===== src/design/etr_pkg.sv =====
// ----------------------------------------------------------------------------
// Event timer package
// Shared constants, register map codes and the access bundle that the top
// level hands to each timer slice.
// ----------------------------------------------------------------------------
package etr_pkg;

  // Default number of timers.
  localparam int NUM_TIMERS_DEF = 3;

  // Item kinds carried on the mode field.
  localparam logic [1:0] MODE_TICK  = 2'd0;
  localparam logic [1:0] MODE_READ  = 2'd1;
  localparam logic [1:0] MODE_WRITE = 2'd2;

  // Register word indexes (byte offset divided by eight).
  localparam logic [7:0] W_CAP    = 8'h00;
  localparam logic [7:0] W_GCFG   = 8'h02;
  localparam logic [7:0] W_COUNT  = 8'h1e;
  localparam int         W_TIMER0 = 32;
  localparam int         W_TSTEP  = 4;

  // Configuration port register indexes.
  localparam logic [1:0] CFG_PERIOD = 2'd0;
  localparam logic [1:0] CFG_REV    = 2'd1;
  localparam logic [1:0] CFG_VENDOR = 2'd2;
  localparam logic [1:0] CFG_ROUTE  = 2'd3;

  // Reset values of the configuration registers.
  localparam logic [26:0] PERIOD_RST = 27'd69841279;
  localparam logic [7:0]  REV_RST    = 8'd1;

  // Timer settings bits.
  localparam int          T_LEVEL_BIT  = 1;
  localparam int          T_ENB_BIT    = 2;
  localparam int          T_MODE32_BIT = 8;
  localparam logic [15:0] T_WMASK      = 16'h3f06;
  localparam logic [15:0] T_SIZE_CAP   = 16'h0020;

  // One processed item as seen by a timer slice.
  typedef struct packed {
    logic        tick;   // counter advanced on this item
    logic        rd;     // register read
    logic        wr;     // register write
    logic [7:0]  word;
    logic [63:0] wdata;
    logic [63:0] count;  // counter value after the increment
  } etr_acc_t;

endpackage


===== src/design/event_timer_register_block_top.sv =====
// ----------------------------------------------------------------------------
// Event timer register block, top level
// Input register, main counter and general registers, timer slices and the
// result register.
// ----------------------------------------------------------------------------
// Usage:
//   Each input item is a counter tick (mode 0), a 64-bit register read
//   (mode 1) or a 64-bit register write (mode 2), addressed by word index.
//   Every item yields exactly one result item: read data (zero unless a read
//   hits a mapped word), the interrupt lines of timers 0 to 2 after the item,
//   and a hit flag for mapped register accesses.
//   Both channels use valid/ready. An item is captured in the input register,
//   processed through the counter increment and one 64-bit compare per timer
//   once the result register is free or drains, and lands in the result
//   register. One item per cycle is sustained while the receiver is ready.
//   When the receiver stalls, the result register holds and the input
//   register keeps one more item; in_ready drops only when both are full.
//   The configuration port writes the capability fields and the route mask
//   directly, and is meant to be used while the block is idle.
//   Synchronous reset clears the counter, enables, timer settings and held
//   lines, and sets all comparators to all ones.
// ----------------------------------------------------------------------------
module event_timer_register_block_top #(
  parameter int NUM_TIMERS = etr_pkg::NUM_TIMERS_DEF
) (
  input  logic        clk,
  input  logic        rst,
  input  logic        cfg_we,
  input  logic [1:0]  cfg_index,
  input  logic [31:0] cfg_data,
  input  logic        in_valid,
  output logic        in_ready,
  input  logic [1:0]  mode,
  input  logic [7:0]  word_index,
  input  logic [63:0] write_data,
  output logic        out_valid,
  input  logic        out_ready,
  output logic [63:0] read_data,
  output logic [2:0]  timer_irq,
  output logic        access_hit
);

  // Configuration registers.
  logic [26:0] clk_period_fs;
  logic [7:0]  revision_id;
  logic [15:0] vendor_code;
  logic [31:0] route_capability;

  // Input register.
  logic        inq_valid;
  logic [1:0]  inq_mode;
  logic [7:0]  inq_word;
  logic [63:0] inq_data;

  // Block state.
  logic [63:0] main_counter;
  logic [63:0] main_counter_next;
  logic        counter_enable;
  logic        counter_enable_next;
  logic        legacy_routing;
  logic        legacy_routing_next;

  logic              go;
  logic              rd;
  logic              wr;
  logic [63:0]       count_inc;
  etr_pkg::etr_acc_t acc;
  logic [63:0]       cap_word;
  logic [63:0]       glb_rdata;
  logic              glb_hit;
  logic [63:0]       rdata_next;
  logic              hit_next;
  logic [2:0]        irq_next;

  logic [63:0] tmr_rdata [NUM_TIMERS];
  logic        tmr_hit   [NUM_TIMERS];
  logic        tmr_line  [NUM_TIMERS];

  // Configuration writes.
  always_ff @(posedge clk) begin
    if (rst) begin
      clk_period_fs    <= etr_pkg::PERIOD_RST;
      revision_id      <= etr_pkg::REV_RST;
      vendor_code      <= '0;
      route_capability <= '0;
    end else if (cfg_we) begin
      case (cfg_index)
        etr_pkg::CFG_PERIOD: clk_period_fs    <= cfg_data[26:0];
        etr_pkg::CFG_REV:    revision_id      <= cfg_data[7:0];
        etr_pkg::CFG_VENDOR: vendor_code      <= cfg_data[15:0];
        etr_pkg::CFG_ROUTE:  route_capability <= cfg_data;
        default: ;
      endcase
    end
  end

  // The held item is processed when the result register is free or drains.
  assign go       = inq_valid && (!out_valid || out_ready);
  assign in_ready = !inq_valid || go;

  always_ff @(posedge clk) begin
    if (rst) begin
      inq_valid <= 1'b0;
    end else if (in_ready) begin
      inq_valid <= in_valid;
    end
  end

  always_ff @(posedge clk) begin
    if (in_ready && in_valid) begin
      inq_mode <= mode;
      inq_word <= word_index;
      inq_data <= write_data;
    end
  end

  // Qualified access strobes and the bundle for the timer slices.
  assign rd        = go && (inq_mode == etr_pkg::MODE_READ);
  assign wr        = go && (inq_mode == etr_pkg::MODE_WRITE);
  assign count_inc = main_counter + 64'd1;

  always_comb begin
    acc.tick  = go && (inq_mode == etr_pkg::MODE_TICK) && counter_enable;
    acc.rd    = rd;
    acc.wr    = wr;
    acc.word  = inq_word;
    acc.wdata = inq_data;
    acc.count = count_inc;
  end

  assign cap_word = {5'b0, clk_period_fs, vendor_code, 1'b1, 1'b0, 1'b1,
                     5'(NUM_TIMERS - 1), revision_id};

  // Counter, general config and capability decode.
  always_comb begin
    main_counter_next   = main_counter;
    counter_enable_next = counter_enable;
    legacy_routing_next = legacy_routing;
    glb_rdata           = '0;
    glb_hit             = 1'b0;
    if (acc.tick) begin
      main_counter_next = count_inc;
    end
    if (rd || wr) begin
      case (inq_word)
        etr_pkg::W_CAP: begin
          glb_hit = 1'b1;
          if (rd) begin
            glb_rdata = cap_word;
          end
        end
        etr_pkg::W_GCFG: begin
          glb_hit = 1'b1;
          if (wr) begin
            counter_enable_next = inq_data[0];
            legacy_routing_next = inq_data[1];
          end else begin
            glb_rdata = {62'd0, legacy_routing, counter_enable};
          end
        end
        etr_pkg::W_COUNT: begin
          glb_hit = 1'b1;
          if (wr) begin
            main_counter_next = inq_data;
          end else begin
            glb_rdata = main_counter;
          end
        end
        default: ;
      endcase
    end
  end

  always_ff @(posedge clk) begin
    if (rst) begin
      main_counter   <= '0;
      counter_enable <= 1'b0;
      legacy_routing <= 1'b0;
    end else begin
      main_counter   <= main_counter_next;
      counter_enable <= counter_enable_next;
      legacy_routing <= legacy_routing_next;
    end
  end

  // Timer slices.
  for (genvar n = 0; n < NUM_TIMERS; n++) begin : g_tmr
    etr_timer #(
      .IDX(n)
    ) u_tmr (
      .clk       (clk),
      .rst       (rst),
      .acc       (acc),
      .route_cap (route_capability),
      .rdata     (tmr_rdata[n]),
      .hit       (tmr_hit[n]),
      .line      (tmr_line[n])
    );
  end

  // Only timers 0 to 2 have an interrupt line.
  for (genvar b = 0; b < 3; b++) begin : g_irq
    if (b < NUM_TIMERS) begin : g_on
      assign irq_next[b] = tmr_line[b];
    end else begin : g_off
      assign irq_next[b] = 1'b0;
    end
  end

  // Merge read data and hit from all decoders; at most one is active.
  always_comb begin
    rdata_next = glb_rdata;
    hit_next   = glb_hit;
    for (int n = 0; n < NUM_TIMERS; n++) begin
      rdata_next = rdata_next | tmr_rdata[n];
      hit_next   = hit_next | tmr_hit[n];
    end
  end

  // Result register.
  always_ff @(posedge clk) begin
    if (rst) begin
      out_valid <= 1'b0;
    end else if (go) begin
      out_valid <= 1'b1;
    end else if (out_ready) begin
      out_valid <= 1'b0;
    end
  end

  always_ff @(posedge clk) begin
    if (go) begin
      read_data  <= rdata_next;
      timer_irq  <= irq_next;
      access_hit <= hit_next;
    end
  end

endmodule


===== src/design/etr_timer.sv =====
// ----------------------------------------------------------------------------
// Event timer slice
// One timer: settings, comparator, held level line, match logic and its
// share of the register read and hit decode.
// ----------------------------------------------------------------------------
module etr_timer #(
  parameter int IDX = 0
) (
  input  logic              clk,
  input  logic              rst,
  input  etr_pkg::etr_acc_t acc,
  input  logic [31:0]       route_cap,
  output logic [63:0]       rdata,
  output logic              hit,
  output logic              line
);

  localparam logic [7:0] CfgWord = 8'(etr_pkg::W_TIMER0 + etr_pkg::W_TSTEP * IDX);
  localparam logic [7:0] CmpWord = 8'(etr_pkg::W_TIMER0 + etr_pkg::W_TSTEP * IDX + 1);

  logic [15:0] settings;
  logic [15:0] settings_next;
  logic [63:0] compare;
  logic [63:0] compare_next;
  logic        fired;
  logic        fired_next;

  logic        is_cfg;
  logic        is_cmp;
  logic        match;
  logic        fire;
  logic [15:0] wr_settings;

  assign is_cfg      = (acc.word == CfgWord);
  assign is_cmp      = (acc.word == CmpWord);
  assign wr_settings = acc.wdata[15:0] & etr_pkg::T_WMASK;

  // Comparator match; 32-bit mode looks at the low half only.
  always_comb begin
    if (settings[etr_pkg::T_MODE32_BIT]) begin
      match = (acc.count[31:0] == compare[31:0]);
    end else begin
      match = (acc.count == compare);
    end
  end

  assign fire = acc.tick && match && settings[etr_pkg::T_ENB_BIT];

  // Next state of settings, comparator and the held level line.
  always_comb begin
    settings_next = settings;
    compare_next  = compare;
    fired_next    = fired;
    if (acc.wr && is_cfg) begin
      settings_next = wr_settings;
      if (!wr_settings[etr_pkg::T_ENB_BIT] || !wr_settings[etr_pkg::T_LEVEL_BIT]) begin
        fired_next = 1'b0;
      end
    end else if (acc.wr && is_cmp) begin
      compare_next = acc.wdata;
      fired_next   = 1'b0;
    end else if (fire && settings[etr_pkg::T_LEVEL_BIT]) begin
      fired_next = 1'b1;
    end
  end

  always_ff @(posedge clk) begin
    if (rst) begin
      settings <= '0;
      compare  <= '1;
      fired    <= 1'b0;
    end else begin
      settings <= settings_next;
      compare  <= compare_next;
      fired    <= fired_next;
    end
  end

  // Read data and hit for this timer's two words.
  always_comb begin
    rdata = '0;
    if (acc.rd && is_cfg) begin
      rdata = {route_cap, 16'h0000, settings | etr_pkg::T_SIZE_CAP};
    end else if (acc.rd && is_cmp) begin
      rdata = compare;
    end
  end

  assign hit  = (acc.rd || acc.wr) && (is_cfg || is_cmp);
  assign line = fired_next || (fire && !settings[etr_pkg::T_LEVEL_BIT]);

endmodule

===== config.mk =====
export PLATFORM = sky130hd
export DESIGN_NAME = event_timer_register_block_top
export DESIGN_NICKNAME = d
export VERILOG_FILES = /design/src/design/etr_pkg.sv /design/src/design/event_timer_register_block_top.sv /design/src/design/etr_timer.sv
export SDC_FILE = /design/constraint.sdc
export NUM_CORES = 1
export LEC_CHECK = 0
export BUFFER_PORTS_ARGS = -buffer_cell sky130_fd_sc_hd__buf_2
export CAP_MARGIN = 5
export CORE_ASPECT_RATIO = 0.75
export CORE_MARGIN = 1
export CORE_UTILIZATION = 51
export DETAILED_ROUTE_END_ITERATION = 10
export PLACE_DENSITY = 0.79
export SETUP_SLACK_MARGIN = 0.4
export SYNTH_ARGS = -nofsm -noshare
export SYNTH_HDL_FRONTEND = slang
export SYNTH_SLANG_ARGS = --single-unit

===== constraint.sdc =====
create_clock -name clk -period 7.8 [get_ports clk]
set_clock_uncertainty 0.1 [all_clocks]
set_input_delay 0.78 -clock clk [delete_from_list [all_inputs] [get_ports clk]]
set_output_delay 0.78 -clock clk [all_outputs]
set_load 0.02 [all_outputs]

==> metrics.yaml <==
routing:
  drc_errors: 0
  routed_wl_um: 98900
  drt_iter0_markers: 3356
  via_count: 23000
  drtAntennaViolNets: 0
  post_drt_wl_per_cell_um: 28.7
  dr.pass1.iters: 8
  viasPerCell: 6.67
yosys:
  synth.distinct_cells: 80
  postSynthAreaPerCell_um2: 9.58
  synth_flop_cell: "dfxtp_1"
  synth_seq_cells: 512
  syn_nets: 2820
  synth_area_mm2: 0.0259
  synth-edff-count: 142
  async_flop_share: 0
  yosys_warnings: 0
  syn_inst: 2706
  ys_seq_area_frac: 0.450
sta:
  setup_viol: 0
  tightest_slew_ns: 1.33
  rsz0062_at_grt: "no"
  period_minus_slack_ns: 5.10
  fin_crit_sh: 0.654
  fmax_mhz: 196
  final_max_slew_viol_count: 0
  setup_ws_ns: 2.70
  hold_viol: 0
  final.setup.tns_ns: 0
  timing.slew.headroom: 0.102
final_layout:
  fill_cells: 4325
  area_growth_pct: 11.0
  final_layout_size_suffix_gt1_frac: 0.120
  fin_cells: 3448
  num-nets-final: 2863
  final_util: 0.574
  antenna_cells: 0
clock_tree:
  cts_made_buffers: 51
  clkTransAtPathRegs_ns: 0.07
  cts_buffer_depth: 3
  post_cts_buffers: 0
  clk_latency_ns: 0.62
  tritoncts: "yes"
  clock_sinks: 512
  ctsHoldBuffers: 0
  cts_repair_resize_count: 0
  ctsHtreeMaxLevel: 2
  root_buffer: "clkbuf_16"
critical_path:
  crit_type: "reg2reg"
  critical_path_required_ns: 8.15
  max_stage_delay_ns: 1.18
  worst-path-stages: 9
  endpoint_kind: "flip-flop"
  r2r_cells: 9
  cp_data_arrival_time_ns: 5.45
  path_cells: "and4_1 -> nand4_1 -> nor4_1 -> xnor3_1 -> o21ai_0 -> or4b_2 -> nor4_1 -> a31oi_1 -> o31ai_1"
  crit_fanout: 10
  cp_top_family: "simple AND/OR/NAND/NOR gates"
  path_buf_inv: 0
  worstSetupStartpointType: "flip-flop"
  crit_path_start: "main_counter[3]"
  cp_common_cell: "nor4_1"
  cpMaxStageDelayCell: "nor4_1"
  timing.rr.start: "main_counter[3]"
place:
  place_hpwl_um: 70300
  dpl.cell_count: 3353
  port_buffers: 182
  gp_congestion: 1.06
  dp_slack_ns: 2.73
global_route:
  grt_pass1_wl_um: 144000
  antenna_found_initial: 3
  grt_max_degree: 90
  track_usage: 0.374
  grt_overflow: 0
  grt_pass1_vias: 21200
min_path:
  hold_path_startpoint: "write_data[1]"
  whs_path_depth: 1
  hold_path_class: "in2reg"
die:
  die_h_um: 197
  core_area_mm2: 0.0502
  die_area_mm2: 0.0518
  initial_core_util: 0.517
  fp.dieW_um: 262
  io-pin-count: 183
  rows: 71
power_and_ir_drop:
  p_leak_nw: 9.41
  power_w: 0.00557
  ir_worst_vdd_v: 0.000163
  power.density_mw_per_mm2: 193
run:
  maxCapViolCount: 0
run_status:
  status: "completed"
==> metal layers <==
metal,up-vias,part of all wire,GRT usage
met1,11400,0.45,0.573
met3,118,0.13,0.0901
met2,1496,0.40,0.522
met4,2,0.019,0.0867
li1,9987,-,-
met5,-,0.00013,0
==> metrics by stage <==
stage	hold WS, ns	cell area [um^2]
CTS	0.215	28800
global route	0.217	28800
global placement	0.342	27100
detailed placement	0.347	27100
finish	0.233	28800
floorplan	0.336	25900
==> flip-flops by register name (all words and copies together), names as in the netlist, 8 cells and up <==
name                  count
clk_period_fs            27
g_tmr.u_tmr.compare     192
g_tmr.u_tmr.settings     24
inq_data                 64
inq_word                  8
main_counter             64
read_data                64
revision_id               8
route_capability         32
vendor_code              16
==> placed cells by master (no fill, tap or decap), drive strengths merged, types with 6 or more instances in the layout <==
| master | instances |
|---|---|
| o211ai | 10 |
| mux2i | 89 |
| a211o | 126 |
| nand4 | 63 |
| nand2 | 332 |
| and3 | 10 |
| a311oi | 6 |
| and4 | 16 |
| a21oi | 87 |
| or4 | 23 |
| nand2b | 10 |
| inv | 32 |
| nand3 | 54 |
| nor2b | 64 |
| or3 | 13 |
| a221oi | 31 |
| xnor2 | 163 |
| nor3b | 14 |
| a22o | 32 |
| a211oi | 63 |
| clkinv | 12 |
| edfxtp | 142 |
| and2 | 64 |
| nand3b | 20 |
| nor2 | 167 |
| clkbuf | 74 |
| dfxtp | 370 |
| o21ai | 77 |
| a2111oi | 6 |
| nor3 | 55 |
| a22oi | 72 |
| a222oi | 30 |
| xnor3 | 33 |
| nor4 | 52 |
| xor2 | 89 |
| or2 | 7 |
| buf | 216 |
==> path summary, 6_finish.rpt <==
kind	endpoint	slack (ns)
worst max-delay path	timer_irq[0]	2.70
worst min-delay path	inq_data[1]	0.23
worst max register to register	timer_irq[0]	2.70
worst min register to register	clk_period_fs[23]	0.36
==> Yosys cell counts (5+ instances only) <==
library cell | number | area, um^2
xnor3_1 | 33 | 743
a211o_1 | 126 | 1100
buf_1 | 12 | 45.0
a221oi_1 | 31 | 272
xor2_1 | 89 | 780
or2_2 | 6 | 37.5
a2111oi_0 | 6 | 52.6
mux2i_1 | 89 | 891
nand2b_1 | 10 | 62.6
nand2_1 | 332 | 1250
nor2_1 | 167 | 627
nor4_1 | 48 | 300
or4_1 | 20 | 150
a22oi_1 | 72 | 541
dfxtp_1 | 370 | 7410
edfxtp_1 | 142 | 4260
xnor2_1 | 163 | 1430
nor3b_1 | 14 | 105
a31oi_1 | 5 | 31.3
a311oi_1 | 6 | 52.6
a21oi_1 | 87 | 435
o211ai_1 | 10 | 75.1
a22o_1 | 32 | 280
buf_2 | 27 | 135
nand3_1 | 52 | 260
o221ai_1 | 5 | 43.8
nand3b_1 | 20 | 150
nor2b_1 | 64 | 400
and4_1 | 16 | 140
inv_1 | 28 | 105
and3_1 | 10 | 62.6
buf_4 | 9 | 67.6
a222oi_1 | 30 | 300
nor3_1 | 53 | 265
nand4_1 | 59 | 369
o21ai_0 | 76 | 380
and2_1 | 63 | 394
or3_1 | 13 | 81.3
clkbuf_1 | 176 | 661
and4b_1 | 5 | 50.1
a211oi_1 | 62 | 465
==> cell families (layout without fill, tap and decap cells) <==
family,Yosys count,count (layout),synth area share
adders and majority gates,1,1,0.000482
AOI/OAI and AO/OA,581,581,0.167
DFF,512,512,0.450
muxes,89,89,0.0343
and+or+nand+nor,983,983,0.194
buffers and inverters,255,340,0.0401
xor gates and xnor gates,285,285,0.114
==> where the power goes <==
group          internal, W  switching, W
Sequential         0.00279     0.0000545
Clock              0.00145       0.00109
Combinational    0.0000533      0.000129
Total              0.00429       0.00128
==> final cells by class <==
type / count / area, um^2 / area share
clock buffers: 74 / 1430 / 0.0498
flip-flops and latches: 512 / 11700 / 0.405
inverters: 29 / 110 / 0.00382
clock inverters: 21 / 259 / 0.00900
repair buffers: 216 / 1190 / 0.0413
well taps: 657 / 822 / 0.0286
multi-input cells: 1939 / 13300 / 0.462
Note: power is estimated with default switching activity, not from simulation.
